<file path="src/hdl/vna_ram.sv">
module vna_ram #(
  parameter int WIDTH = 8,
  parameter int DEPTH = 16
) (
  input  logic                     clk_i,
  input  logic                     we_i,
  input  logic [$clog2(DEPTH)-1:0] addr_i,
  input  logic [WIDTH-1:0]         wdata_i,
  output logic [WIDTH-1:0]         rdata_o
);

  logic [WIDTH-1:0] mem_q [DEPTH];

  // Single port, registered read
  always_ff @(posedge clk_i) begin
    if (we_i) begin
      mem_q[addr_i] <= wdata_i;
    end
    rdata_o <= mem_q[addr_i];
  end

endmodule

</file>
<file path="config.mk">
export PLATFORM = sky130hd
export DESIGN_NAME = vna_ram
export DESIGN_NICKNAME = d
export VERILOG_FILES = /design/src/hdl/vna_ram.sv
export SDC_FILE = /design/constraint.sdc
export NUM_CORES = 1
export LEC_CHECK = 0
export ABC_AREA = 1
export BUFFER_PORTS_ARGS = -buffer_cell sky130_fd_sc_hd__clkbuf_2
export CORE_MARGIN = 2
export CORE_UTILIZATION = 40
export CTS_CLUSTER_DIAMETER = 50
export DETAILED_ROUTE_END_ITERATION = 12
export GPL_TIMING_DRIVEN = 0
export HOLD_SLACK_MARGIN = 0.02
export PLACE_DENSITY = 0.65
export SYNTH_ARGS = -nofsm -noshare
export SYNTH_HDL_FRONTEND = slang
export SYNTH_SLANG_ARGS = --single-unit
</file>
<file path="constraint.sdc">
create_clock -name clk_i -period 2.25 [get_ports clk_i]
set_clock_uncertainty 0.1 [all_clocks]
set_input_delay 0.45 -clock clk_i [delete_from_list [all_inputs] [get_ports clk_i]]
set_output_delay 0.45 -clock clk_i [all_outputs]
set_load 0.02 [all_outputs]
</file>
# Yosys cells after proc, flatten, opt, wreduce, memory -nomap -nowiden

Memory sizes are Yosys's and may differ from the RTL's. A register that Yosys moved wholly into a read port is not among the register bits.
Index checks and enable logic that the tools add are counted.

Input port bits: 14
Memories: 1
Memory bits (read-only): 0
Memory bits (writable): 128
Output and inout port bits: 8
Latch bits: 0
Register bits after elaboration: 0

Multipliers: 0
Shift operators: 0
Bitwise gates (word level): 0
Reduce and logical (&&, ||, !) cells: 0
$add $sub $neg: 0
Eq/ne operators: 0
Divide/modulo/power cells: 0
Muxes and demuxes: 2
Order comparisons: 0

Memories:

| memory | words | width | rd ports | clocked after Yosys merged registers in | wr ports | line | RTL |
|---|---|---|---|---|---|---|---|
| mem_q  | 16    | 8     | 1        | 1                                       | 1        | 12   | `logic [WIDTH-1:0] mem_q [DEPTH];` |

Operator list:

| operator | count |
|---|---|
| $mux 1   | 2 |

# Longest topological paths before layout

Gate-level depths: netlist (run 1).

Word-level depth: 2
Gate-level depth with buffers: 11
Gate-level depth less buffers: 9

# Worst setup path before layout (run 1)

No wires, ideal clock.

Path kind: input-to-reg
From: in addr_i[1]
To: mem mem_q[3][0], enable pin
Arrival: 1457 ps
Buffers on the path: 2
Setup time: 370 ps
Path slack: 323 ps
Cell stages on the path: 4
Cells stage by stage: buf_2 clkbuf_1 nand3_1 nor2_1

RTL lines:

| what               | line | RTL |
|---|---|---|
| start: declaration | 7    | `input logic [$clog2(DEPTH)-1:0] addr_i,` |
| end: declaration   | 12   |  |

Straight into the memory's write port.

# Final worst setup path (run 1)

From: in addr_i[1]
To: mem mem_q[10][1], enable pin

Straight into the memory's write port.

==> results.py, run 1 <==
metrics = {
    "run_status": {
        "status": "finished clean",
    },
    "cts": {
        "cts_hold_buf": 0,
        "clk_pin_slew_ns": 0.06,
        "cts_resized": 0,
        "cts.sinks": 136,
        "numCtsBuffers": 17,
        "cts_tree": "built",
        "clock_latency_ns": 0.43,
        "post_cts_buffers": 0,
        "htree_num_levels": 4,
        "cts_root_buf": "clkbuf_16",
        "clockBufferDepth": 2,
    },
    "layout": {
        "fin_nets": 601,
        "drive_above_1_share_pct": 11.5,
        "final_cell_mix": "nand2_1, edfxtp_1, inv_1",
        "utilization_pct": 46.9,
        "nFillCells": 1302,
        "areaGrowthSynthToFinish_pct": 15.4,
        "diodes": 0,
        "final_common_cell": "nand2_1",
    },
    "timing": {
        "setup_viol": 0,
        "layout_min_cycle_time_ns": 2.16,
        "fin_ws_ns": 0.0876,
        "finalCritPeriodShare_pct": 96.1,
        "maxSlewViolCount": 0,
        "grt_setup_unrepaired": "false",
        "relSlewSlack_pct": 41.9,
        "hold_viol_final": 0,
        "tightest_slew_ns": 0.868,
        "fmax_mhz": 462,
        "fin_tns_setup_ns": 0,
        "holdWs_ns": 0.428,
    },
    "placement": {
        "dp_slack_ns": -0.355,
        "place_congestion": 0.830,
        "io_buffers": 20,
        "hpwl_mm": 8.08,
    },
    "global_routing": {
        "gr-total-overflow": 0,
        "grtUsageTotal_pct": 18.2,
        "grt_max_degree": 17,
        "antenna_found_initial": 0,
        "grt_pass1_vias": 3592,
        "grt_pass1_wl_mm": 19.4,
    },
    "logic_synthesis": {
        "syn_area_per_cell_sq_um": 10.2,
        "synthesis.nets": 562,
        "synth_warnings": 0,
        "ys_ff_latch": 136,
        "seq_area_frac_synth_pct": 71.6,
        "netlist-cell-type-count": 11,
        "netlist_instances": 548,
        "synth_area_sq_um": 5590,
    },
    "routing": {
        "via_count": 3677,
        "via_per_inst": 4.72,
        "firstDrtPassIters": 5,
        "ant_nets": 0,
        "drc": 0,
        "drt-initial-drc-count": 299,
        "drt_wl_total_mm": 12.6,
        "wire_per_inst_um": 16.2,
    },
    "floorplanning": {
        "start_util_pct": 40.6,
        "dieWidth_um": 122,
        "io_pins": 22,
        "die_h_um": 122,
        "core_region_area_sq_um": 13800,
        "dieArea_sq_um": 14900,
        "rows": 43,
    },
    "critical_path": {
        "worstPathMaxFanout": 10,
        "crit_arrival_ns": 2.12,
        "worst_setup_path_start_kind": "input port",
        "crit_type": "in2reg",
        "cp-end-kind": "register",
        "cp.required_ns": 2.21,
    },
    "pwr": {
        "power_mw": 5.76,
        "p_leak_nw": 2.77,
        "p_per_area_nw_per_um2": 891,
        "peakVddDrop_mv": 0.498,
    },
    "worst_hold_path": {
        "hp-class": "in2reg",
    },
    "run": {
        "drv_cap": 0,
    },
}
worst max-delay path: stages:
cell and delay (ns):
buf_2 0.20, clkbuf_1 0.41, nand3_1 0.33, nor2_1 0.72
final timing paths:
path | slack (ns) | cells after the start | endpoint | startpoint
worst max-delay path | 0.09 | 4 | mem_q[10][1]$_DFFE_PP_ | addr_i[1]
worst min-delay path | 0.43 | 1 | mem_q[14][4]$_DFFE_PP_ | wdata_i[4]
worst max register to register | 1.15 | 8 | rdata_o[3]$_DFF_P_ | mem_q[7][3]$_DFFE_PP_
worst min register to register | 0.62 | 8 | rdata_o[1]$_DFF_P_ | mem_q[11][1]$_DFFE_PP_
synthesized netlist by cell type:
master	n	area share, %
inv_1	21	1.4
clkinv_1	1	0.067
dfxtp_1	8	2.9
buf_4	6	0.81
inv_2	1	0.067
edfxtp_1	128	69
nand3_1	4	0.36
nor2_1	18	1.2
clkbuf_1	3	0.20
nand2_1	346	23
buf_2	12	1.1
stage by stage:
step / instance area (sq um) / instances
after floorplan: 5590 / 548
after global placement: 5920 / 748
after detailed placement: 5920 / 748
after CTS: 6460 / 779
after global routing: 6460 / 779
final: 6460 / 779
cell families after synthesis:
| family | synth area share, % |
|---|---|
| AND/OR/NAND/NOR | 24.8 |
| buffers and inverters | 3.62 |
| flip-flops | 71.6 |
report_power, final:
| part | switching [mW] | internal [mW] |
|---|---|---|
| clock network | 1.04 | 1.50 |
| logic | 0.269 | 0.0964 |
| registers | 0.0146 | 2.83 |
| total | 1.33 | 4.43 |
routing by layer:
layer  GRT usage [%]  share of wire, %  vias up  wire, um
li1                -                 -     1832         -
met1            23.9                46     1734      5740
met2            29.1                48       96      6070
met3            5.11               4.7       15       597
met4            6.54               1.6        0       206
met5               0                 0        -         0
flip-flops by register name, summed over array words and instances, names as in the netlist:
name / cells
rdata_o: 8
mem_q: 128
layout make-up:
| class | count | area (sq um) | area share (%) |
|---|---|---|---|
| sequential | 136 | 4000 | 62.0 |
| multi-input combinational | 368 | 1390 | 21.5 |
| tap | 180 | 225 | 3.49 |
| timing repair buffer | 20 | 100 | 1.55 |
| inverter | 23 | 86.3 | 1.34 |
| clock buffer | 18 | 429 | 6.65 |
| clock inverter | 13 | 109 | 1.69 |
| buffer | 21 | 116 | 1.80 |
No activity file was read; power rests on OpenSTA's default activity.
==> run 2, diff against run 1 <==
--- a/config.mk
+++ b/config.mk
@@ -7,6 +7,7 @@
 export LEC_CHECK = 0
 export ABC_AREA = 1
 export BUFFER_PORTS_ARGS = -buffer_cell sky130_fd_sc_hd__clkbuf_2
+export CORE_ASPECT_RATIO = 0.5
 export CORE_MARGIN = 2
 export CORE_UTILIZATION = 40
 export CTS_CLUSTER_DIAMETER = 50
==> run 2 against run 1 <==
Effect of this change: non-clock buffer count unchanged; die area grew 0.39%; setup slack better by 0.037 ns; register-to-register slack got worse by 0.05 ns; count of clock-buffer cells in the layout is 6 higher; via count increased by 0.33%; sequential share of layout area decreased by 0.60 points.
==> results.py, run 2 (same netlist as run 1, synthesis figures left out) <==
metrics = {
    "floorplanning": {
        "core_region_area_sq_um": 13600,
        "rows": 30,
        "start_util_pct": 41.2,
        "die_h_um": 87.6,
        "dieWidth_um": 171,
        "dieArea_sq_um": 15000,
        "io_pins": 22,
    },
    "timing": {
        "relSlewSlack_pct": 41.8,
        "fin_tns_setup_ns": 0,
        "tightest_slew_ns": 0.870,
        "hold_viol_final": 0,
        "fmax_mhz": 470,
        "finalCritPeriodShare_pct": 94.5,
        "layout_min_cycle_time_ns": 2.13,
        "maxSlewViolCount": 0,
        "setup_viol": 0,
        "grt_setup_unrepaired": "false",
    },
    "layout": {
        "final_common_cell": "nand2_1",
        "regMostFlops": "mem_q",
        "nFillCells": 1248,
        "ff_latch_area_sq_um": 4000,
        "fin_cells": 792,
        "final_cell_mix": "nand2_1, edfxtp_1, inv_1",
        "fin_nets": 601,
        "areaGrowthSynthToFinish_pct": 16.6,
        "diodes": 0,
        "top_regs": "mem_q: 128 flops, rdata_o: 8 flops",
        "multi_input_area_sq_um": 1390,
        "largest_register_ffs": 128,
        "drive_above_1_share_pct": 11.2,
        "utilization_pct": 48.0,
    },
    "cts": {
        "numCtsBuffers": 17,
        "post_cts_buffers": 0,
        "clockBufferDepth": 2,
        "cts_tree": "built",
        "cts_hold_buf": 0,
        "cts_root_buf": "clkbuf_16",
        "cts_resized": 0,
        "clock_latency_ns": 0.42,
        "clk_pin_slew_ns": 0.06,
        "htree_num_levels": 4,
        "cts.sinks": 136,
    },
    "placement": {
        "place_inst": 760,
        "place_congestion": 0.936,
        "io_buffers": 20,
        "hpwl_mm": 7.92,
    },
    "routing": {
        "ant_nets": 0,
        "via_per_inst": 4.66,
        "firstDrtPassIters": 5,
        "drt_wl_total_mm": 12.3,
        "drt-initial-drc-count": 326,
        "wire_per_inst_um": 15.6,
        "via_count": 3689,
        "drc": 0,
    },
    "global_routing": {
        "antenna_found_initial": 0,
        "grt_max_degree": 17,
        "grtUsageTotal_pct": 18.0,
        "gr-total-overflow": 0,
        "grt_pass1_wl_mm": 19.1,
        "grt_pass1_vias": 3553,
    },
    "critical_path": {
        "r2r_cells": 8,
        "cp.required_ns": 2.19,
        "crit_buf_inv": 2,
        "worst_setup_path_start_kind": "input port",
        "cp_top_family": "simple AND/OR/NAND/NOR gates",
        "worstPathMaxFanout": 10,
        "critPathMaxStageDelay_ns": 0.74,
        "regToRegSetupSlack_ns": 1.10,
        "crit_type": "in2reg",
        "cp_cell_sequence": "buf_2 -> clkbuf_1 -> nand3_1 -> nor2_1",
        "cp_slowest_cell": "nor2_1",
        "r2r_start": "mem_q[15][5]$_DFFE_PP_",
        "r2r-end": "rdata_o[5]$_DFF_P_",
        "cp-end-kind": "register",
        "crit_arrival_ns": 2.07,
    },
    "worst_hold_path": {
        "hold_end": "mem_q[2][2]$_DFFE_PP_",
        "hold_depth": 1,
        "min_from": "wdata_i[2]",
        "hp-class": "in2reg",
    },
    "pwr": {
        "p_leak_nw": 2.79,
        "p_per_area_nw_per_um2": 909,
        "peakVddDrop_mv": 0.569,
    },
    "run_status": {
        "status": "finished clean",
    },
    "run": {
        "drv_cap": 0,
    },
}
==> run 2: cell type report <==
cell class	count	share of cell area, %
sequential	136	61.4
inverter	23	1.32
timing repair buffer	20	1.54
multi-input combinational	368	21.3
clock buffer	24	7.54
clock inverter	8	1.44
tap	192	3.69
buffer	21	1.79
==> run 2: worst max-delay path by stage <==
stage              start                endpoint  cells after the start  slack (ns)
2_1_floorplan  addr_i[1]   mem_q[3][0]$_DFFE_PP_                      4        0.32
3_3_place_gp   addr_i[0]  mem_q[10][6]$_DFFE_PP_                      6       -0.15
3_5_place_dp   addr_i[1]  mem_q[11][6]$_DFFE_PP_                      4       -0.26
4_1_cts        addr_i[1]  mem_q[11][7]$_DFFE_PP_                      4        0.17
5_1_grt        addr_i[1]  mem_q[11][7]$_DFFE_PP_                      4        0.01
6_report       addr_i[1]  mem_q[11][6]$_DFFE_PP_                      4        0.12
==> run 2: routing by layer <==
| metal | global-route usage (%) | part of all wire, % | routed length, um |
|---|---|---|---|
| met1 | 22.8 | 43 | 5290 |
| met2 | 29.9 | 48 | 5960 |
| met3 | 4.97 | 7.2 | 889 |
| met4 | 7.16 | 1.6 | 192 |
| met5 | 0 | 0 | 0 |
==> run 2: worst register-to-register path: cells and delay by family, from the launching register on <==
family | cells | cell delay [ns]
buffers and inverters | 1 | 0.09
and+or+nand+nor | 7 | 0.50
DFF | 1 | 0.36
==> run 2: where the power goes <==
part           switching [mW]  internal (mW)
combinational           0.271         0.0964
sequential             0.0142           2.83
clock                   0.973           1.74
total                    1.26           4.67
==> run 2: through the flow <==
step / hold slack, ns / setup slack (ns) / area, sq um / total power [mW]
finish: 0.423 / 0.124 / 6520 / 5.93
floorplan: 0.449 / 0.323 / 5590 / 3.12
global route: 0.420 / 0.0102 / 6520 / 6.11
detailed placement: 0.601 / -0.259 / 5930 / 3.27
CTS: 0.416 / 0.175 / 6520 / 5.95
global placement: 0.597 / -0.151 / 5930 / 3.26
