==> config.mk <==
export PLATFORM = sky130hd
export DESIGN_NAME = vna_cross
export DESIGN_NICKNAME = d
export VERILOG_FILES = /design/src/hdl/vna_pkg.sv /design/src/hdl/vna_cross.sv
export SDC_FILE = /design/constraint.sdc
export NUM_CORES = 1
export LEC_CHECK = 0
export BUFFER_PORTS_ARGS = -buffer_cell sky130_fd_sc_hd__clkbuf_2
export CAP_MARGIN = 20
export CORE_ASPECT_RATIO = 1.4
export CORE_MARGIN = 10
export CORE_UTILIZATION = 40
export CTS_BUF_LIST = sky130_fd_sc_hd__clkbuf_8
export DETAILED_ROUTE_END_ITERATION = 7
export MAX_ROUTING_LAYER = met4
export SYNTH_ARGS = -nofsm -noshare
export SYNTH_HDL_FRONTEND = slang
export SYNTH_SLANG_ARGS = --single-unit
export TNS_END_PERCENT = 100
==> constraint.sdc <==
create_clock -name clk_i -period 7.9 [get_ports clk_i]
set_input_delay 0.395 -clock clk_i [delete_from_list [all_inputs] [get_ports clk_i]]
set_output_delay 0.395 -clock clk_i [all_outputs]
set_load 0.02 [all_outputs]
==> src/hdl/vna_pkg.sv <==
package vna_pkg;

  // Sizing of the stores and of the number formats
  localparam int VERTEX_SLOTS = 1024;
  localparam int ACCUM_W      = 24;
  localparam int COORD_W      = 16;
  localparam int ADDR_W       = $clog2(VERTEX_SLOTS);

  // Port field widths
  localparam int SLOT_W = 10;
  localparam int FIX_W  = 16;

  // Datapath widths
  localparam int EDGE_W    = COORD_W + 1;
  localparam int PROD_W    = 2 * EDGE_W;
  localparam int CROSS_W   = PROD_W + 1;
  localparam int NORM_TOP  = 30;
  localparam int NORM_FRAC = 14;
  localparam int NIN_A     = (CROSS_W > ACCUM_W) ? CROSS_W : ACCUM_W;
  localparam int NIN_W     = (NIN_A > NORM_TOP) ? NIN_A : NORM_TOP + 1;
  localparam int SQ_W      = 2 * NORM_TOP + 2;
  localparam int ROOT_W    = NORM_TOP + 1;
  localparam int Q_W       = NORM_FRAC + 1;
  localparam int NUM_W     = NORM_TOP + NORM_FRAC + 1;

  localparam int POS_RAM_W = 3 * COORD_W;
  localparam int ACC_RAM_W = 3 * ACCUM_W;

  typedef enum logic [1:0] {
    OP_LOAD  = 2'd0,
    OP_TRI   = 2'd1,
    OP_QUERY = 2'd2,
    OP_NOP   = 2'd3
  } op_e;

  typedef struct packed {
    logic [1:0]              operation;
    logic signed [FIX_W-1:0] pos_x;
    logic signed [FIX_W-1:0] pos_y;
    logic signed [FIX_W-1:0] pos_z;
    logic [SLOT_W-1:0]       corner_a;
    logic [SLOT_W-1:0]       corner_b;
    logic [SLOT_W-1:0]       corner_c;
  } in_item_t;

  typedef struct packed {
    logic [SLOT_W-1:0]       vertex_slot;
    logic signed [FIX_W-1:0] normal_x;
    logic signed [FIX_W-1:0] normal_y;
    logic signed [FIX_W-1:0] normal_z;
    logic                    normal_valid;
  } out_item_t;

  // Status from the normalise unit
  typedef struct packed {
    logic done;
    logic nonzero;
  } norm_stat_t;

  localparam int COORD_MAX = 2 ** (COORD_W - 1) - 1;
  localparam int COORD_MIN = -(2 ** (COORD_W - 1));

  // Clamp an input coordinate into the stored coordinate range
  function automatic logic signed [COORD_W-1:0] sat_coord(logic signed [FIX_W-1:0] v);
    int vi;
    vi = int'(v);
    if (vi > COORD_MAX) begin
      vi = COORD_MAX;
    end else if (vi < COORD_MIN) begin
      vi = COORD_MIN;
    end
    return COORD_W'(vi);
  endfunction

  // Saturating accumulator add
  function automatic logic signed [ACCUM_W-1:0] acc_sat(logic signed [ACCUM_W-1:0] a,
                                                        logic signed [FIX_W-1:0] b);
    logic signed [ACCUM_W:0] s;
    s = (ACCUM_W+1)'(a) + (ACCUM_W+1)'(b);
    if (s[ACCUM_W] != s[ACCUM_W-1]) begin
      return s[ACCUM_W] ? {1'b1, {(ACCUM_W-1){1'b0}}} : {1'b0, {(ACCUM_W-1){1'b1}}};
    end
    return s[ACCUM_W-1:0];
  endfunction

endpackage

==> src/hdl/vna_cross.sv <==
module vna_cross (
  input  logic                               clk_i,
  input  logic                               rst_ni,
  input  logic                               start_i,
  input  logic signed [vna_pkg::COORD_W-1:0] pa_i [3],
  input  logic signed [vna_pkg::COORD_W-1:0] pb_i [3],
  input  logic signed [vna_pkg::COORD_W-1:0] pc_i [3],
  output logic signed [vna_pkg::CROSS_W-1:0] cr_o [3],
  output logic                               done_o
);

  logic signed [vna_pkg::EDGE_W-1:0]  e1_q [3];
  logic signed [vna_pkg::EDGE_W-1:0]  e2_q [3];
  logic signed [vna_pkg::PROD_W-1:0]  prod_q;
  logic signed [vna_pkg::CROSS_W-1:0] cr_q [3];
  logic [2:0]                         cnt_q;
  logic                               busy_q;
  logic                               done_q;
  logic signed [vna_pkg::EDGE_W-1:0]  opa, opb;
  logic [2:0]                         k;
  logic [1:0]                         lane;

  // Operand select for the six partial products
  always_comb begin
    opa = e1_q[1];
    opb = e2_q[2];
    unique case (cnt_q)
      3'd0:    begin opa = e1_q[1]; opb = e2_q[2]; end
      3'd1:    begin opa = e1_q[2]; opb = e2_q[1]; end
      3'd2:    begin opa = e1_q[2]; opb = e2_q[0]; end
      3'd3:    begin opa = e1_q[0]; opb = e2_q[2]; end
      3'd4:    begin opa = e1_q[0]; opb = e2_q[1]; end
      3'd5:    begin opa = e1_q[1]; opb = e2_q[0]; end
      default: begin opa = e1_q[1]; opb = e2_q[2]; end
    endcase
  end

  assign k    = cnt_q - 3'd1;
  assign lane = k[2:1];

  // Control
  always_ff @(posedge clk_i or negedge rst_ni) begin
    if (!rst_ni) begin
      busy_q <= 1'b0;
      done_q <= 1'b0;
      cnt_q  <= '0;
    end else begin
      done_q <= 1'b0;
      if (start_i) begin
        busy_q <= 1'b1;
        cnt_q  <= '0;
      end else if (busy_q) begin
        if (cnt_q == 3'd6) begin
          busy_q <= 1'b0;
          done_q <= 1'b1;
        end else begin
          cnt_q <= cnt_q + 3'd1;
        end
      end
    end
  end

  // Edges, one shared multiplier, accumulate into the cross terms
  always_ff @(posedge clk_i) begin
    if (start_i) begin
      for (int i = 0; i < 3; i++) begin
        e1_q[i] <= vna_pkg::EDGE_W'(pb_i[i]) - vna_pkg::EDGE_W'(pa_i[i]);
        e2_q[i] <= vna_pkg::EDGE_W'(pc_i[i]) - vna_pkg::EDGE_W'(pa_i[i]);
      end
    end else if (busy_q) begin
      if (cnt_q != 3'd6) begin
        prod_q <= opa * opb;
      end
      if (cnt_q != 3'd0) begin
        if (!k[0]) begin
          cr_q[lane] <= vna_pkg::CROSS_W'(prod_q);
        end else begin
          cr_q[lane] <= cr_q[lane] - vna_pkg::CROSS_W'(prod_q);
        end
      end
    end
  end

  assign cr_o   = cr_q;
  assign done_o = done_q;

endmodule

* Word level (Yosys, flattened, before mapping) *
Memory sizes are Yosys's and may differ from the RTL's.
Index checks and enable logic that the tools add are counted.

cells by class
  add/subtract/negate cells = 9
  multipliers = 1
  magnitude comparators = 2
  eq/ne operators = 8
  mux-type cells = 21
  bitwise gates (word level) = 2
  reduce and logical (&&, ||, !) cells = 10

operators with widths
  cell                                                                          number
  105-bit bitwise mux                                                           2
  105-bit two-way mux                                                           1
  35-bit two-way mux                                                            3
  16-bit by 16-bit subtractor with 17-bit output                                6
  35-bit binary-select mux with 2-bit select                                    1
  35-bit demux with 2-bit select                                                1
  17-bit case mux with 2 select lines                                           2
  35-bit by 34-bit subtractor with 35-bit output                                1
  17-bit by 17-bit multiplier with 34-bit output                                1
  3-bit equality test, second input constant                                    3
  3-bit two-way mux                                                             3
  1-bit two-way mux                                                             8
  2-bit OR reduction                                                            4
  3-bit by 2-bit equality test with 1-bit output, second input constant         2
  3-bit AND reduction                                                           2
  3-bit by 1-bit adder with 3-bit output, second input constant                 1
  3-bit by 1-bit equality test with 1-bit output, second input constant         1
  3-bit >= comparator, second input constant                                    1
  3-bit by 1-bit less-than comparator with 1-bit output, second input constant  1
  3-bit inequality test, second input constant                                  1
  2-bit inverter with 3-bit output                                              1
  3-bit nonzero test                                                            1
  3-bit by 1-bit subtractor with 3-bit output, second input constant            1
  2-bit inequality test, second input constant                                  1
  4 further kinds                                                               4

storage, ports and cells
  flip-flop bits (word level) = 144
  RAM bits = 102
  input bits = 147
  output and inout bits = 106
  logic and storage cells = 62
  memories = 2

memory list
  name  words  bits a word  rd ports  clocked after memory_dff  write ports  line             RTL
  e1_q  3      17           3         0                         3            vna_cross.sv:12  logic signed [vna_pkg::EDGE_W-1:0] e1_q [3];
  e2_q  3      17           3         0                         3            vna_cross.sv:13  logic signed [vna_pkg::EDGE_W-1:0] e2_q [3];

* Logic depth before layout (Yosys ltp) *
Gate-level depths: netlist (run 1).

  word-level depth = 8
  depth in mapped cells = 34
  gate-level depth less buffers = 31

* Least setup slack after synthesis (run 1) *
OpenSTA, ideal clock, no wires.

  path type = register to register
  start point = register cnt_q[0]
  end point = register prod_q[32] (netlist name) (data pin)
  setup time = 258 ps
  data arrival time = 7658 ps
  data required time = 7642 ps
  setup slack = -15 ps
  cell stages (with the launch flop) = 31
  buffers on the path = 3
  period minus slack after synthesis = 7915 ps
  path through = dfrtp_1 clkinv_1 clkbuf_1 ha_1 mux2_2 nor2_1 clkbuf_1 nand2_1 nand2_1 clkbuf_1 nand2_1 fa_1 inv_1 fa_1 fa_1 fa_1 fa_1 inv_1 fa_1 inv_1 ha_1 a21oi_1 o21ai_0 a21o_1 a21oi_1 o221a_2 a31oi_1 o41ai_1 o21ai_0 a21oi_1 xnor2_1

on the way
  word-level cells in the longest chain between the ends = 4
  elaborated cells on any way between the ends = 12
  those cells by class = mul (1); eq/ne (5); mux (2); reduce/logical (4)

RTL lines
  what                                               line             RTL
  start, declared                                    vna_cross.sv:16  logic [2:0] cnt_q;
  start signal, assigned                             vna_cross.sv:57  cnt_q <= cnt_q + 3'd1;
  3-bit equality test, or another cell as far along  vna_cross.sv:27  unique case (cnt_q)
  2-bit OR reduction (no source line)                --
  17-bit case mux with 2 select lines                vna_cross.sv:27
  17-bit by 17-bit multiplier with 34-bit output *   vna_cross.sv:72  prod_q <= opa * opb;
  end signal, assigned                               vna_cross.sv:72
  end, declared                                      vna_cross.sv:14  logic signed [vna_pkg::PROD_W-1:0] prod_q;

Every way passes the cells marked *; elsewhere a longest branch is shown, timed or not.
A chain may end at the register's enable or synchronous reset.

* Worst setup path after layout (run 1) *
  start point = register cnt_q[0]
  end point = register prod_q[30] (netlist name) (data pin)

Same word-level chain as after synthesis.

==> out/results.txt, run 1 <==
dpl hpwl: 61200 microns
CTS clk-pin slew, worst paths: 0.07 ns
Post-Syn Area: 26400 sq um
final RePlAce weighted congestion: 0.989
Final Hold Viols: 0
Worst path slowest cell: fa_1
Slew HR: 41.6%
post-synth cell types: 70
die footprint: 76800 sq um
post-synthesis sequential area ratio: 27.9%
Crit path buffers/inverters: 9
Routed Antenna Nets: 0
run status: completed
worst-path fanout max: 17
Clock Skew: 0.0310 ns
Final Max Tran Viols: 0
DR WL/cell: 17.9 microns
top cells by count, synth: 453 x inv_1, 424 x nand2_1, 333 x nor2_1, 303 x fa_1, 241 x edfxtp_1
GRT Total Usage: 19.4%
Syn Nets: 3512
worst skew pair latency: 0.61 ns
final setup violation count: 0
Startpoint Class: register
CP peak stage delay: 0.55 ns
Yosys warnings: 0
# fillers: 6399
clock sinks: 246
CP most frequent cell: fa_1
largest net degree at the start of global routing: 57
CTS tree: yes
Tcrit/Tclk final: 95.8%
Slew @ Worst Pin: 0.872 ns
initial antenna violation count: 1
first drt pass iteration count: 5
hold slack final: 0.162 ns
CP top delay family: adder cells
vias in the first global route: 21300
first-pass GRT wire length: 115000 microns
Arrival @ worst endpoint: 7.93 ns
port buffer count: 252
Synth area leaders: edfxtp_1 27%, fa_1 23%, ha_1 10%
FFs w/ async S/R, synth: 2.03%
worst r2r dst: prod_q[30]$_DFFE_PP_
Mapped Cells: 2842
Die Wd: 237 microns
worst r2r src: cnt_q[0]$_DFFE_PN0P_
Post-synth EDFFs: 241
initial core utilization: 40.3%
fin util: 46.1%
Placed Cells: 3957
most common cell in the netlist: inv_1
Max-Cap Viols: 0
Rows: 111
Post-Route WL: 72400 microns
total number of vias: 20100
TritonCTS buffer count: 39
Setup crit end kind: register
P&R area growth vs syn: 14.4%
Core Area: 65400 sq um
flops & latches, synth: 246
largest area contributor in the netlist: edfxtp_1
layout cell share with drive strength beyond 1: 14.4%
Hold Crit Class: in -> async
Setup Crit Path Kind: reg -> reg
Period minus WS final: 7.57 ns
worst endpoint required time: 8.26 ns
Die Height: 324 microns
grt total ovfl: 0
Vias/cell: 5.00
Finished Layout Cells: 4033
ys flop type: edfxtp_1
CTS Buffer Depth: 3
DRC: 0
Final nets: 3828
syn avg cell area: 9.29 sq um
I/O pin total: 253
DRT iter0 DRCs: 1009
worst reg-to-reg path cell count: 31
fmax: 0.132 GHz
reg-to-reg setup timing slack: 0.33 ns
H-tree depth: 2
Synth top area share: 27.4%
Root Driver: clkbuf_8
[worst max path at each step]
stage,slack (ns),endpoint,start,cells after the start
after floorplan,0.12,prod_q[32]$_DFFE_PP_,cnt_q[0]$_DFFE_PN0P_,30
after global placement,0.29,prod_q[32]$_DFFE_PP_,cnt_q[0]$_DFFE_PN0P_,30
after detailed placement,0.19,prod_q[29]$_DFFE_PP_,cnt_q[0]$_DFFE_PN0P_,30
after CTS,0.16,prod_q[32]$_DFFE_PP_,cnt_q[0]$_DFFE_PN0P_,30
after global routing,-0.0005,prod_q[30]$_DFFE_PP_,cnt_q[0]$_DFFE_PN0P_,32
final,0.33,prod_q[30]$_DFFE_PP_,cnt_q[0]$_DFFE_PN0P_,31
[layout by cell type, fill, tap and decap left out, types with 5 or more instances in the layout]
master    count
inv_1       464
nand2_1     418
nor2_1      329
fa_1        303
clkbuf_2    251
edfxtp_1    241
ha_1        218
a21oi_1     122
xnor2_1      96
buf_4        95
o21ai_0      91
a21o_1       47
xor2_1       39
clkbuf_8     39
nor2b_1      33
nand3_1      33
a22oi_1      30
and2_1       26
nand2b_1     23
nor3_1       22
o21bai_1     21
a211oi_1     15
and3_1       13
mux2i_1      12
clkinv_1     12
or3_1        12
and2_2       11
a31oi_1      10
o21a_1        8
a41o_1        8
a21boi_1      7
a22o_1        7
o21ai_1       6
nand2_2       6
nand4_1       6
a31o_2        6
o31a_1        6
or2_2         5
[metrics by stage]
| stage | cell area, sq um | setup slack [ns] | TNS [ns] |
|---|---|---|---|
| 3_3_place_gp | 29200 | 0.293 | 0 |
| 3_5_place_dp | 29300 | 0.187 | 0 |
| 6_report | 30200 | 0.329 | 0 |
| 4_1_cts | 30000 | 0.159 | 0 |
| 5_1_grt | 30200 | -0.000543 | -0.000543 |
| 2_1_floorplan | 26400 | 0.118 | 0 |
[cells by family after synthesis]
kind of cell	after synthesis	synth area share, %
AOI/OAI and AO/OA	434	10.7
xor gates and xnor gates	137	4.55
adders and majority gates	523	33.4
buffers and inverters	536	7.62
DFF	246	27.9
muxes	15	0.583
and+or+nand+nor	951	15.2
[worst register-to-register path, delay by kind of cell, from the launching register on]
| kind | cells | cell delay, ns |
|---|---|---|
| multiplexers | 1 | 0.32 |
| adder cells (fa/ha/maj) | 8 | 3.55 |
| AND/OR/NAND/NOR | 2 | 0.15 |
| buffers and inverters | 9 | 1.11 |
| XOR/XNOR | 1 | 0.09 |
| flip-flops | 1 | 0.41 |
| AO/OA/AOI/OAI | 10 | 1.72 |
[registers in the layout, summed over array words and instances (netlist names)]
name    count
cr_o      105
e1_q       51
e2_q       51
prod_q     34
cnt_q       3
busy_q      1
done_o      1
[layer usage]
metal	vias up	routed length (microns)	GRT usage [%]	part of all wire, %
li1	9869	-	-	-
met5	-	0	-	0
met1	9573	29800	21.9	41
met2	584	37100	35.1	51
met3	119	3350	2.85	4.6
met4	0	2110	5.39	2.9
[final cells by class]
cell class,instances,area (sq um),area share [%]
Clock buffer,39,537,1.78
Timing Repair Buffer,357,2190,7.25
Sequential cell,246,7360,24.4
Clock inverter,29,188,0.622
Tap cell,847,1060,3.51
Antenna cell,1,2.50,0.00829
Multi-Input combinational cell,2060,17100,56.8
Inverter,454,1700,5.65
[repair_timing]
action	CTS	global route
hold endpoints to repair	5	0
hold buffers	1	0
setup buffers	0	3
endpoints found under the setup margin	0	8
gates resized for setup	0	26
Power of run 1 is not shown: default switching activity piles up to over one toggle a cycle in this logic, so the estimate is an artifact.
==> run 2: changes to the inputs <==
CORE_UTILIZATION = 30   (was 40)
==> run 2 against run 1 <==
Effect of this change:
- clock skew increased by 0.0059 ns
- first-iteration DRC count increased by 0.50%
- utilization is 11 points lower
- critical endpoint is now prod_q[29]$_DFFE_PP_
- highest routed layer unchanged
==> out/results.txt, run 2 (synthesis results as in run 1) <==
dpl hpwl: 63800 microns
Final nets: 3849
most common cell after layout, fill and taps aside: inv_1
met3 Use GR: 1.97%
Final Max Tran Viols: 0
Die Height: 371 microns
Rows: 128
Placed Cells: 4302
CTS Buffer Depth: 3
Setup crit end kind: register
Clock Skew: 0.0370 ns
met2 Usage GRT: 27.6%
fmax: 0.133 GHz
CP most frequent cell: fa_1
I/O pin total: 253
leading cell types in the layout, fill and taps excluded: 462 x inv_1, 417 x nand2_1, 329 x nor2_1
CTS clk-pin slew, worst paths: 0.07 ns
P&R area growth vs syn: 16.7%
GRT Total Usage: 15.4%
Startpoint Class: register
# fillers: 8920
total number of vias: 20200
DRC: 0
CP peak stage delay: 0.55 ns
Routed Antenna Nets: 0
clock sinks: 246
GR Util met1: 17.7%
final setup violation count: 0
Slew @ Worst Pin: 0.812 ns
Worst path slowest cell: fa_1
largest net degree at the start of global routing: 72
Final Hold Viols: 0
Die Wd: 271 microns
Post-Route WL: 75200 microns
Arrival @ worst endpoint: 7.88 ns
gr busiest metal: met2
CP top delay family: adder cells
run status: completed
max reg flops: 105
Period minus WS final: 7.53 ns
CTS tree: yes
initial antenna violation count: 1
Crit path buffers/inverters: 8
RSZ-0062 raised after global routing: false
TNS Setup: 0 ns
H-tree depth: 2
final RePlAce weighted congestion: 0.956
Setup Crit Path Kind: reg -> reg
TritonCTS buffer count: 43
worst skew pair latency: 0.62 ns
Tcrit/Tclk final: 95.3%
Core Area: 87100 sq um
Finished Layout Cells: 4384
Hold Crit Class: in -> async
worst endpoint required time: 8.25 ns
DR WL/cell: 17.2 microns
Slew HR: 45.8%
first-pass GRT wire length: 119000 microns
reg-to-reg setup timing slack: 0.37 ns
grt total ovfl: 0
first drt pass iteration count: 5
port buffer count: 252
worst-path fanout max: 17
Max-Cap Viols: 0
Vias/cell: 4.60
die footprint: 100000 sq um
vias in the first global route: 21600
DRT iter0 DRCs: 1014
layout cell share with drive strength beyond 1: 15.0%
Root Driver: clkbuf_8
initial core utilization: 30.3%
Post-CTS Repair Setup Buffers: 0
## run 2: changes by cell type in the layout (fill, tap and decap cells not counted), sizes merged
cell,change
buf,+18
bufinv,+1
clkbuf,+7
clkinv,+1
clkinvlp,+2
inv,-1
## run 2: layer usage
metal / vias up / routed length [microns] / part of all wire (%)
li1: 9907 / - / -
met1: 9719 / 32000 / 43
met2: 464 / 38200 / 51
met3: 97 / 2900 / 3.9
met4: 0 / 2120 / 2.8
met5: - / 0 / 0
## run 2: per-stage QoR
stage	utilization, %	cell area, sq um	hold slack, ns	setup slack [ns]
global placement	34.2	29800	0.296	0.244
detailed placement	34.3	29800	0.302	0.204
global route	35.4	30800	0.162	0.00550
finish	35.4	30800	0.183	0.369
floorplan	-	26400	0.0994	0.118
CTS	35.3	30700	0.135	0.175
## run 2: repair_timing
item / in CTS / in global routing
endpoints found under the hold margin: 5 / 0
hold buffers: 1 / 0
endpoints found under the setup margin: 0 / 8
resized for setup: 0 / 14
## run 2: worst paths after layout
path                                      start              endpoint  depth (start not counted)
max                        cnt_q[0]$_DFFE_PN0P_  prod_q[29]$_DFFE_PP_                         30
min                                      rst_ni  cnt_q[1]$_DFFE_PN0P_                          2
max reg2reg                cnt_q[0]$_DFFE_PN0P_  prod_q[29]$_DFFE_PP_                         30
min reg2reg                cnt_q[1]$_DFFE_PN0P_  cnt_q[1]$_DFFE_PN0P_                          2
max in group asynchronous                rst_ni  cnt_q[0]$_DFFE_PN0P_                          2
min in group clk_i                     pa_i[32]  e1_q[0][0]$_DFFE_PP_                          3
## run 2: cell type report
type | instances | area (sq um) | area share [%]
Multi-Input combinational cell | 2060 | 17100 | 55.6
Sequential cell | 246 | 7360 | 23.9
Timing Repair Buffer | 374 | 2260 | 7.35
Inverter | 454 | 1700 | 5.53
Tap cell | 1170 | 1460 | 4.75
Clock buffer | 47 | 647 | 2.10
Clock inverter | 32 | 236 | 0.768
Antenna cell | 1 | 2.50 | 0.00812
Power of run 2 is left out for the same reason.
