File: config.mk
export PLATFORM = sky130hd
export DESIGN_NAME = vna_norm
export DESIGN_NICKNAME = d
export VERILOG_FILES = /design/src/hdl/vna_pkg.sv /design/src/hdl/vna_norm.sv
export SDC_FILE = /design/constraint.sdc
export NUM_CORES = 2
export LEC_CHECK = 0
export BUFFER_PORTS_ARGS = -buffer_cell sky130_fd_sc_hd__buf_2
export CELL_PAD_IN_SITES_DETAIL_PLACEMENT = 1
export CELL_PAD_IN_SITES_GLOBAL_PLACEMENT = 2
export CORE_ASPECT_RATIO = 1.75
export CORE_MARGIN = 8
export CORE_UTILIZATION = 38
export CTS_CLUSTER_DIAMETER = 80
export DETAILED_ROUTE_END_ITERATION = 10
export PLACE_DENSITY_LB_ADDON = 0.2
export SKIP_CTS_REPAIR_TIMING = 1
export SLEW_MARGIN = 40
export SYNTH_ARGS = -nofsm -noshare
export SYNTH_HDL_FRONTEND = slang
export SYNTH_SLANG_ARGS = --single-unit
File: constraint.sdc
create_clock -name clk_i -period 9.7 [get_ports clk_i]
set_input_delay 1.94 -clock clk_i [delete_from_list [all_inputs] [get_ports clk_i]]
set_output_delay 1.94 -clock clk_i [all_outputs]
set_load 0.1 [all_outputs]
File: src/hdl/vna_pkg.sv
package vna_pkg;

  // Sizing of the stores and of the number formats
  localparam int VERTEX_SLOTS = 1024;
  localparam int ACCUM_W      = 24;
  localparam int COORD_W      = 16;
  localparam int ADDR_W       = $clog2(VERTEX_SLOTS);

  // Port field widths
  localparam int SLOT_W = 10;
  localparam int FIX_W  = 16;

  // Datapath widths
  localparam int EDGE_W    = COORD_W + 1;
  localparam int PROD_W    = 2 * EDGE_W;
  localparam int CROSS_W   = PROD_W + 1;
  localparam int NORM_TOP  = 30;
  localparam int NORM_FRAC = 14;
  localparam int NIN_A     = (CROSS_W > ACCUM_W) ? CROSS_W : ACCUM_W;
  localparam int NIN_W     = (NIN_A > NORM_TOP) ? NIN_A : NORM_TOP + 1;
  localparam int SQ_W      = 2 * NORM_TOP + 2;
  localparam int ROOT_W    = NORM_TOP + 1;
  localparam int Q_W       = NORM_FRAC + 1;
  localparam int NUM_W     = NORM_TOP + NORM_FRAC + 1;

  localparam int POS_RAM_W = 3 * COORD_W;
  localparam int ACC_RAM_W = 3 * ACCUM_W;

  typedef enum logic [1:0] {
    OP_LOAD  = 2'd0,
    OP_TRI   = 2'd1,
    OP_QUERY = 2'd2,
    OP_NOP   = 2'd3
  } op_e;

  typedef struct packed {
    logic [1:0]              operation;
    logic signed [FIX_W-1:0] pos_x;
    logic signed [FIX_W-1:0] pos_y;
    logic signed [FIX_W-1:0] pos_z;
    logic [SLOT_W-1:0]       corner_a;
    logic [SLOT_W-1:0]       corner_b;
    logic [SLOT_W-1:0]       corner_c;
  } in_item_t;

  typedef struct packed {
    logic [SLOT_W-1:0]       vertex_slot;
    logic signed [FIX_W-1:0] normal_x;
    logic signed [FIX_W-1:0] normal_y;
    logic signed [FIX_W-1:0] normal_z;
    logic                    normal_valid;
  } out_item_t;

  // Status from the normalise unit
  typedef struct packed {
    logic done;
    logic nonzero;
  } norm_stat_t;

  localparam int COORD_MAX = 2 ** (COORD_W - 1) - 1;
  localparam int COORD_MIN = -(2 ** (COORD_W - 1));

  // Clamp an input coordinate into the stored coordinate range
  function automatic logic signed [COORD_W-1:0] sat_coord(logic signed [FIX_W-1:0] v);
    int vi;
    vi = int'(v);
    if (vi > COORD_MAX) begin
      vi = COORD_MAX;
    end else if (vi < COORD_MIN) begin
      vi = COORD_MIN;
    end
    return COORD_W'(vi);
  endfunction

  // Saturating accumulator add
  function automatic logic signed [ACCUM_W-1:0] acc_sat(logic signed [ACCUM_W-1:0] a,
                                                        logic signed [FIX_W-1:0] b);
    logic signed [ACCUM_W:0] s;
    s = (ACCUM_W+1)'(a) + (ACCUM_W+1)'(b);
    if (s[ACCUM_W] != s[ACCUM_W-1]) begin
      return s[ACCUM_W] ? {1'b1, {(ACCUM_W-1){1'b0}}} : {1'b0, {(ACCUM_W-1){1'b1}}};
    end
    return s[ACCUM_W-1:0];
  endfunction

endpackage

File: src/hdl/vna_norm.sv
module vna_norm (
  input  logic                             clk_i,
  input  logic                             rst_ni,
  input  logic                             start_i,
  input  logic signed [vna_pkg::NIN_W-1:0] vec_i [3],
  output logic signed [vna_pkg::FIX_W-1:0] unit_o [3],
  output vna_pkg::norm_stat_t              stat_o
);

  localparam logic [2:0] N_IDLE  = 3'd0;
  localparam logic [2:0] N_SHIFT = 3'd1;
  localparam logic [2:0] N_SQ    = 3'd2;
  localparam logic [2:0] N_SQRT  = 3'd3;
  localparam logic [2:0] N_DIV   = 3'd4;
  localparam logic [2:0] N_DONE  = 3'd5;

  localparam int CNT_W = $clog2(vna_pkg::Q_W);

  logic [2:0]                        st_q;
  logic [CNT_W-1:0]                  cnt_q;
  logic                              nz_q;
  logic [vna_pkg::NIN_W-1:0]         m_q [3];
  logic                              neg_q [3];
  logic [2*vna_pkg::NORM_TOP-1:0]    prod_q;
  logic [vna_pkg::SQ_W-1:0]          sum_q, rn_q, root_q, bit_q;
  logic [vna_pkg::NUM_W-1:0]         d_q;
  logic [vna_pkg::NUM_W-1:0]         rem_q [3];
  logic [vna_pkg::Q_W-1:0]           qt_q [3];

  logic [vna_pkg::NIN_W-1:0]         mag [3];
  logic [vna_pkg::NIN_W-1:0]         or_m;
  logic [vna_pkg::NORM_TOP-1:0]      m30 [3];
  logic [vna_pkg::SQ_W-1:0]          trial, rn_nx, root_nx;
  logic [vna_pkg::ROOT_W-1:0]        len;
  logic [1:0]                        sq_idx;

  // Magnitudes of the incoming vector
  always_comb begin
    for (int i = 0; i < 3; i++) begin
      mag[i] = vec_i[i][vna_pkg::NIN_W-1] ? (~vec_i[i] + vna_pkg::NIN_W'(1)) : vec_i[i];
      m30[i] = m_q[i][vna_pkg::NORM_TOP-1:0];
    end
    or_m = m_q[0] | m_q[1] | m_q[2];
  end

  // One step of the bit-pair square root
  always_comb begin
    trial   = root_q + bit_q;
    rn_nx   = rn_q;
    root_nx = root_q >> 1;
    if (rn_q >= trial) begin
      rn_nx   = rn_q - trial;
      root_nx = (root_q >> 1) + bit_q;
    end
    len = root_nx[vna_pkg::ROOT_W-1:0];
  end

  assign sq_idx = cnt_q[1:0];

  always_ff @(posedge clk_i or negedge rst_ni) begin
    if (!rst_ni) begin
      st_q  <= N_IDLE;
      cnt_q <= '0;
      nz_q  <= 1'b0;
    end else begin
      unique case (st_q)
        N_IDLE: begin
          if (start_i) begin
            cnt_q <= '0;
            if ((mag[0] | mag[1] | mag[2]) == '0) begin
              nz_q <= 1'b0;
              st_q <= N_DONE;
            end else begin
              nz_q <= 1'b1;
              st_q <= N_SHIFT;
            end
          end
        end
        N_SHIFT: begin
          if (!(|or_m[vna_pkg::NIN_W-1:vna_pkg::NORM_TOP]) &&
              or_m[vna_pkg::NORM_TOP-1]) begin
            st_q <= N_SQ;
          end
        end
        N_SQ: begin
          if (cnt_q == CNT_W'(3)) begin
            st_q <= N_SQRT;
          end else begin
            cnt_q <= cnt_q + CNT_W'(1);
          end
        end
        N_SQRT: begin
          if (bit_q[0]) begin
            cnt_q <= '0;
            st_q  <= N_DIV;
          end
        end
        N_DIV: begin
          if (cnt_q == CNT_W'(vna_pkg::Q_W - 1)) begin
            st_q <= N_DONE;
          end else begin
            cnt_q <= cnt_q + CNT_W'(1);
          end
        end
        N_DONE:  st_q <= N_IDLE;
        default: st_q <= N_IDLE;
      endcase
    end
  end

  // Datapath
  always_ff @(posedge clk_i) begin
    unique case (st_q)
      N_IDLE: begin
        if (start_i) begin
          for (int i = 0; i < 3; i++) begin
            m_q[i]   <= mag[i];
            neg_q[i] <= vec_i[i][vna_pkg::NIN_W-1];
            qt_q[i]  <= '0;
          end
          sum_q <= '0;
        end
      end
      N_SHIFT: begin
        // shift all three together until the largest has exactly NORM_TOP bits
        for (int i = 0; i < 3; i++) begin
          if (|or_m[vna_pkg::NIN_W-1:vna_pkg::NORM_TOP]) begin
            m_q[i] <= m_q[i] >> 1;
          end else if (!or_m[vna_pkg::NORM_TOP-1]) begin
            m_q[i] <= m_q[i] << 1;
          end
        end
      end
      N_SQ: begin
        if (cnt_q != CNT_W'(3)) begin
          prod_q <= m30[sq_idx] * m30[sq_idx];
        end
        if (cnt_q != '0) begin
          sum_q <= sum_q + vna_pkg::SQ_W'(prod_q);
        end
        if (cnt_q == CNT_W'(3)) begin
          rn_q   <= sum_q + vna_pkg::SQ_W'(prod_q);
          root_q <= '0;
          bit_q  <= vna_pkg::SQ_W'(1) << (vna_pkg::SQ_W - 2);
        end
      end
      N_SQRT: begin
        rn_q   <= rn_nx;
        root_q <= root_nx;
        bit_q  <= bit_q >> 2;
        if (bit_q[0]) begin
          d_q <= vna_pkg::NUM_W'(len) << vna_pkg::NORM_FRAC;
          for (int i = 0; i < 3; i++) begin
            rem_q[i] <= (vna_pkg::NUM_W'(m30[i]) << vna_pkg::NORM_FRAC) +
                        vna_pkg::NUM_W'(len >> 1);
          end
        end
      end
      N_DIV: begin
        // restoring division, three lanes side by side
        for (int i = 0; i < 3; i++) begin
          if (rem_q[i] >= d_q) begin
            rem_q[i] <= rem_q[i] - d_q;
            qt_q[i]  <= {qt_q[i][vna_pkg::Q_W-2:0], 1'b1};
          end else begin
            qt_q[i]  <= {qt_q[i][vna_pkg::Q_W-2:0], 1'b0};
          end
        end
        d_q <= d_q >> 1;
      end
      N_DONE: ;
      default: ;
    endcase
  end

  // Signed result
  always_comb begin
    for (int i = 0; i < 3; i++) begin
      unit_o[i] = neg_q[i] ? -$signed({1'b0, qt_q[i]}) : $signed({1'b0, qt_q[i]});
    end
    stat_o.done    = (st_q == N_DONE);
    stat_o.nonzero = nz_q;
  end

endmodule

* After elaboration in Yosys (flattened, before gate mapping)
Memories as Yosys holds them, arrays and structs flattened.
Index checks and enable logic that the tools add are counted.
** Cells by class
- Multiply operators :: 1
- Equal/unequal tests :: 17
- Bitwise logic cells :: 23
- $add $sub $neg :: 17
- Reductions and logical operators :: 18
- Magnitude comparators :: 5
- Mux-type cells :: 81
** Operators with widths (count)
- one-hot mux 62 bit (2 select lines) :: 4
- two-way mux 62 bit :: 7
- two-way mux 35 bit :: 9
- two-way mux 45 bit :: 4
- OR 35 bit :: 4
- adder 44 x 30 -> 45 bit :: 3
- >= comparator 45 bit :: 3
- subtractor 45 bit :: 3
- adder 35 x 2 -> 35 bit, second input constant :: 3
- inverter 35 bit :: 3
- two-way mux 15 bit :: 6
- one-hot mux 45 bit (2 select lines) :: 1
- adder 61 x 62 -> 62 bit :: 1
- adder 62 x 60 -> 62 bit :: 1
- adder 62 bit :: 1
- >= comparator 62 bit :: 1
- subtractor 62 bit :: 1
- binary-select mux 30 bit (select 2 bit) :: 1
- multiplier 30 x 30 -> 60 bit :: 1
- two-way mux 30 bit :: 2
- two-way mux 16 bit :: 3
- negator 15 -> 16 bit :: 3
- logical NOT 35 bit :: 1
- two-way mux 1 bit :: 32
- other kinds (24) :: 64
** Storage, ports and cells
- Memories :: 4
- Word-level logic and storage cells :: 175
- RAM bits :: 288
- Output and inout port bits :: 50
- Bits of input ports :: 108
- Flip-flop bits (word level) :: 361
** Memory list
- rem_q :: depth 3, width 45, read ports 3, clocked after Yosys merged registers in 0, write ports 3, line vna_norm.sv:27 : logic [vna_pkg::NUM_W-1:0] rem_q [3];
- m_q :: depth 3, width 35, read ports 3, clocked after Yosys merged registers in 0, write ports 3, line vna_norm.sv:22 : logic [vna_pkg::NIN_W-1:0] m_q [3];
- qt_q :: depth 3, width 15, read ports 3, clocked after Yosys merged registers in 0, write ports 3, line vna_norm.sv:28 : logic [vna_pkg::Q_W-1:0] qt_q [3];
- neg_q :: depth 3, width 1, read ports 3, clocked after Yosys merged registers in 0, write ports 3, line vna_norm.sv:23 : logic neg_q [3];

* Depth between registers and ports, before layout
- Depth in word-level cells :: 9
- Gate-level depth with buffers :: 41
- Depth with buffers taken out :: 40

* Least setup slack after synthesis
No wires, ideal clock.
- Kind :: flip-flop to flip-flop
- Start point :: register root_q[8] in the netlist's numbering
- End point :: register rn_q[0] in the netlist's numbering, enable pin
- Path slack :: -0.124 ns
- Cell stages (with the launch flop) :: 24
- Data arrival time :: 9.256 ns
- Path buffers :: 2
- Setup time :: 0.568 ns
- Data required time :: 9.132 ns
- Clock period less this slack :: 9.824 ns
- Path through :: edfxtp_1 > ha_1 > nand4_1 > nor3_1 > o21ai_0 > a211oi_1 > nor2_1 > a31o_2 > o31ai_1 > a21oi_1 > o31a_1 > o21ai_0 > a31oi_1 > xor2_1 > ha_1 > and3_1 > and2_1 > nand3_1 > nor3_1 > a211oi_1 > o221a_2 > clkbuf_1 > clkbuf_1 > o21ai_0
** On the way
- Longest elaborated chain between the ends :: 4
** Ends and longest elaborated chain
- from (decl) :: line vna_norm.sv:25 : logic [vna_pkg::SQ_W-1:0] sum_q, rn_q, root_q, bit_q;
- from (signal assigned) :: line vna_norm.sv:149 : root_q <= root_nx;
- adder 62 bit :: line vna_norm.sv:48 : trial = root_q + bit_q;
- >= comparator 62 bit :: line vna_norm.sv:51 : if (rn_q >= trial) begin
- inequality test 2 bit (no source line)
- AND reduction 3 bit (no source line)
- to (signal assigned) :: line vna_norm.sv:142 : rn_q <= sum_q + vna_pkg::SQ_W'(prod_q);
- to (signal assigned) :: line vna_norm.sv:148 : rn_q <= rn_nx;
- to (decl) :: line vna_norm.sv:25
Every way passes these cells.
A chain may end at the register's enable or synchronous reset.

* Final worst setup path
- Start point :: register cnt_q[1]
- End point :: register prod_q[57] in the netlist's numbering (data pin)
** On the way
- Longest elaborated chain between the ends :: 5
** Ends and longest elaborated chain
- from (decl) :: line vna_norm.sv:20 : logic [CNT_W-1:0] cnt_q;
- from (signal assigned) :: line vna_norm.sv:89 : cnt_q <= cnt_q + CNT_W'(1);
- from (signal assigned) :: line vna_norm.sv:102 : cnt_q <= cnt_q + CNT_W'(1);
- inverter 2 -> 3 bit (implied by the code) :: line vna_norm.sv:136 : prod_q <= m30[sq_idx] * m30[sq_idx];
- binary-select mux 30 bit (select 2 bit) :: line vna_norm.sv:136
- two-way mux 30 bit (implied by the code) (2 in a row) :: line vna_norm.sv:136
- multiplier 30 x 30 -> 60 bit :: line vna_norm.sv:136
- to (signal assigned) :: line vna_norm.sv:136
- to (decl) :: line vna_norm.sv:24 : logic [2*vna_pkg::NORM_TOP-1:0] prod_q;
Every way passes these cells. The select of a mux whose other input is x is not followed.

==> qor.yml <==
critical_path:
  cpMostUsedCell: "sky130_fd_sc_hd__fa_1"
  rr_endpoint: "prod_q[57]"
  crit_start: "cnt_q[1]"
  setup.worst_path.end_class: "flop"
  crit_path_max_fanout: 18
  start_kind: "flop"
  slowest_stage_cell_crit_path: "sky130_fd_sc_hd__fa_2"
  r2r_setup_slack_ns: 0.19
  critical_path.endpoint: "prod_q[57]"
  worst-r2r-cell-count: 34
  r2r-start: "cnt_q[1]"
  critical_path.max_stage_delay_ns: 0.77
  worst-setup-path-type: "reg2reg"
  crit_required_ns: 10.10
  timing.critical_path.arrival_ns: 9.92
timing:
  tightestPinTransition_ns: 0.920
  timing.slew.headroom_pct: 38.1
  report.final.setup_viol: 0
  finalHoldViolCount: 0
  rsz0062_at_grt: "yes"
  fmax_mhz: 105
  post-route-period-util_pct: 98.1
  report.final.slew_viol_count: 0
  skew_ns: 0.0415
  final_critical_path_setup_slack_ns: 0.188
  finalWorstPathRequiredPeriod_ns: 9.51
place:
  final_hpwl_from_detailed_placement_microns: 243000
  place_congestion: 0.951
  port_buffers: 157
  numPlacedInstances: 10900
  place_ws_ns: -0.335
global_route:
  first_pass_grt_wire_length_microns: 432000
  grt_start_max_net_pins: 139
  globalRouteTotalUtil_pct: 27.3
  grt_pass1_vias: 69100
  initial_antenna_violation_count: 17
  global_route.overflow_total: 0
floorplanning:
  core_area_sq_mm: 0.194
  fp.dieArea_sq_mm: 0.210
  floorplan.die.width_microns: 350
  fp.dieH_microns: 600
  initial_core_utilization_pct: 38.2
  num_io_pins: 158
  fp-row-count: 214
min_path:
  hold-path-cell-count: 1
  min_delay_path_class: "reg2reg"
cells_and_area:
  multi_input_comb_area_sq_mm: 0.0509
  final_nets: 9860
  area_delta_synth_final_pct: 10.8
  layout.area.seq_sq_mm: 0.0185
  filler_cell_count: 22500
  layoutNonFillerInstCount: 11100
  final_core_utilization_pct: 42.3
  layout-drive-gt1-share_pct: 8.36
synthesis:
  synth_cell_type_count: 82
  yosysSeqAreaShare_pct: 24.9
  postSynthRegisterBits: 617
  synth_enable_flop_cells: 607
  synth-main-ff-cell: "sky130_fd_sc_hd__edfxtp_1"
  fraction_of_registers_with_async_set_reset_pct: 1.30
  synthCells: 8230
  post_synth_instance_area_sq_mm: 0.0741
  syn-num-nets: 9672
  synth.yosys.warnings: 0
  synthesis.area_per_instance_sq_um: 9.01
drt:
  drt-pass1-iter-count: 5
  ant_nets: 0
  drt_first_iter_violations: 2998
  detail_route.drc_violations: 0
  dr_total_vias: 61700
  route.detailed.wl_per_inst_microns: 26.3
  detail_route.wirelength_microns: 291000
  post_dr_vias_cell: 5.57
clock_tree:
  clock_tree_from_tritoncts: "done"
  cts-htree-levels: 3
  numCtsBuffers: 70
  worst_skew_pair.late_latency_ns: 0.67
  max_clock_buf_depth: 3
  cts_root_buf: "sky130_fd_sc_hd__clkbuf_16"
  worst_setup_hold_path_clk_slew_ns: 0.07
  cts.sinks: 617
run:
  maxCapViolations: 0
status:
  run_status: "completed"
==> through the flow <==
step	hold slack (ns)	area [sq um]	setup TNS, ns
after detailed placement	0.514	79400	-1.99
after CTS	0.529	81700	-3.03
after floorplan	0.482	74100	0
final	0.529	82100	0
after global routing	0.556	82100	-0.302
after global placement	0.491	79300	-1.06
==> worst min-delay path by stage <==
| stage | start | endpoint |
|---|---|---|
| 2_1_floorplan | nz_q | nz_q |
| 3_3_place_gp | nz_q | nz_q |
| 3_5_place_dp | nz_q | nz_q |
| 4_1_cts | nz_q | nz_q |
| 5_1_grt | nz_q | nz_q |
| 6_report | nz_q | nz_q |
==> critical path, delay by kind of cell (launching register included) <==
family	cells	cell delay, ns
and+or+nand+nor	4	0.95
DFF	1	0.49
AOI/OAI and AO/OA	7	1.10
muxes	1	0.24
buffers and inverters	12	1.57
xor gates and xnor gates	1	0.13
adders and majority gates	9	4.74
==> routing by layer <==
metal  vias to the layer above  GRT usage (%)  share of wire (%)
met2                      1304           52.0                 53
met1                     31300           28.3                 35
li1                      28400              -                  -
met3                       662           2.56                3.4
met5                         -              0              0.032
met4                        14           17.9                8.1
==> sequential cells by signal, indices dropped and copies added (netlist names) <==
signal	count
rem_q	135
m_q	105
rn_q	62
root_q	62
sum_q	62
prod_q	59
d_q	45
qt_q	45
bit_q	31
cnt_q	4
neg_q	3
st_q	3
nz_q	1
==> final cells by class <==
| cell class | count | area share, % |
|---|---|---|
| Multi-Input combinational cell | 6203 | 61.9 |
| Sequential cell | 617 | 22.5 |
| Inverter | 1081 | 4.96 |
| Tap cell | 2592 | 3.95 |
| Timing Repair Buffer | 445 | 3.87 |
| Clock buffer | 82 | 2.21 |
| Clock inverter | 43 | 0.585 |
| Antenna cell | 8 | 0.0244 |
==> cells in the final DEF (no fill, tap or decap), types with 55 or more instances in the layout <==
cell type | netlist | final
sky130_fd_sc_hd__inv_1 | 1073 | 1069
sky130_fd_sc_hd__nand2_1 | 811 | 801
sky130_fd_sc_hd__nor2_1 | 725 | 716
sky130_fd_sc_hd__fa_1 | 703 | 700
sky130_fd_sc_hd__ha_1 | 631 | 630
sky130_fd_sc_hd__edfxtp_1 | 607 | 607
sky130_fd_sc_hd__o21ai_0 | 528 | 517
sky130_fd_sc_hd__a21oi_1 | 517 | 493
sky130_fd_sc_hd__xnor2_1 | 330 | 329
sky130_fd_sc_hd__xor2_1 | 303 | 299
sky130_fd_sc_hd__buf_4 | 5 | 264
sky130_fd_sc_hd__a21o_1 | 226 | 219
sky130_fd_sc_hd__buf_2 | 17 | 157
sky130_fd_sc_hd__and3_1 | 114 | 114
sky130_fd_sc_hd__nand3_1 | 113 | 113
sky130_fd_sc_hd__nand4_1 | 96 | 96
sky130_fd_sc_hd__mux2i_1 | 89 | 89
sky130_fd_sc_hd__nor2b_1 | 85 | 84
sky130_fd_sc_hd__a31oi_1 | 80 | 77
sky130_fd_sc_hd__nor3_1 | 78 | 75
sky130_fd_sc_hd__clkbuf_16 | 0 | 71
sky130_fd_sc_hd__o31ai_1 | 71 | 68
sky130_fd_sc_hd__o21bai_1 | 65 | 65
sky130_fd_sc_hd__a211oi_1 | 63 | 63
sky130_fd_sc_hd__nand2b_1 | 56 | 55
==> cells in the mapped netlist (80+ instances only) <==
| cell | n | area [sq um] |
|---|---|---|
| sky130_fd_sc_hd__nand3_1 | 113 | 566 |
| sky130_fd_sc_hd__a21oi_1 | 517 | 2590 |
| sky130_fd_sc_hd__nand4_1 | 96 | 601 |
| sky130_fd_sc_hd__xnor2_1 | 330 | 2890 |
| sky130_fd_sc_hd__fa_1 | 703 | 14100 |
| sky130_fd_sc_hd__a31oi_1 | 80 | 500 |
| sky130_fd_sc_hd__a21o_1 | 226 | 1700 |
| sky130_fd_sc_hd__o21ai_0 | 528 | 2640 |
| sky130_fd_sc_hd__edfxtp_1 | 607 | 18200 |
| sky130_fd_sc_hd__xor2_1 | 303 | 2650 |
| sky130_fd_sc_hd__nor2b_1 | 85 | 532 |
| sky130_fd_sc_hd__mux2i_1 | 89 | 891 |
| sky130_fd_sc_hd__nor2_1 | 725 | 2720 |
| sky130_fd_sc_hd__inv_1 | 1073 | 4030 |
| sky130_fd_sc_hd__ha_1 | 631 | 7900 |
| sky130_fd_sc_hd__and3_1 | 114 | 713 |
| sky130_fd_sc_hd__nand2_1 | 811 | 3040 |
| sky130_fd_sc_hd__clkbuf_1 | 282 | 1060 |
==> kinds of logic (layout without fill, tap and decap cells) <==
kind of cell	after synthesis	count (layout)	share of synthesized area [%]
simple gates	2308	2308	14.2
compound gates	1836	1836	15.3
buf+inv	1410	1651	7.20
fa+ha+maj	1334	1334	29.6
xor+xnor	633	633	7.48
flops	617	617	24.9
mux	92	92	1.25
other cells	0	8	0
Power is not shown: default switching activity piles up to over one toggle a cycle in this logic, so the estimate is an artifact.
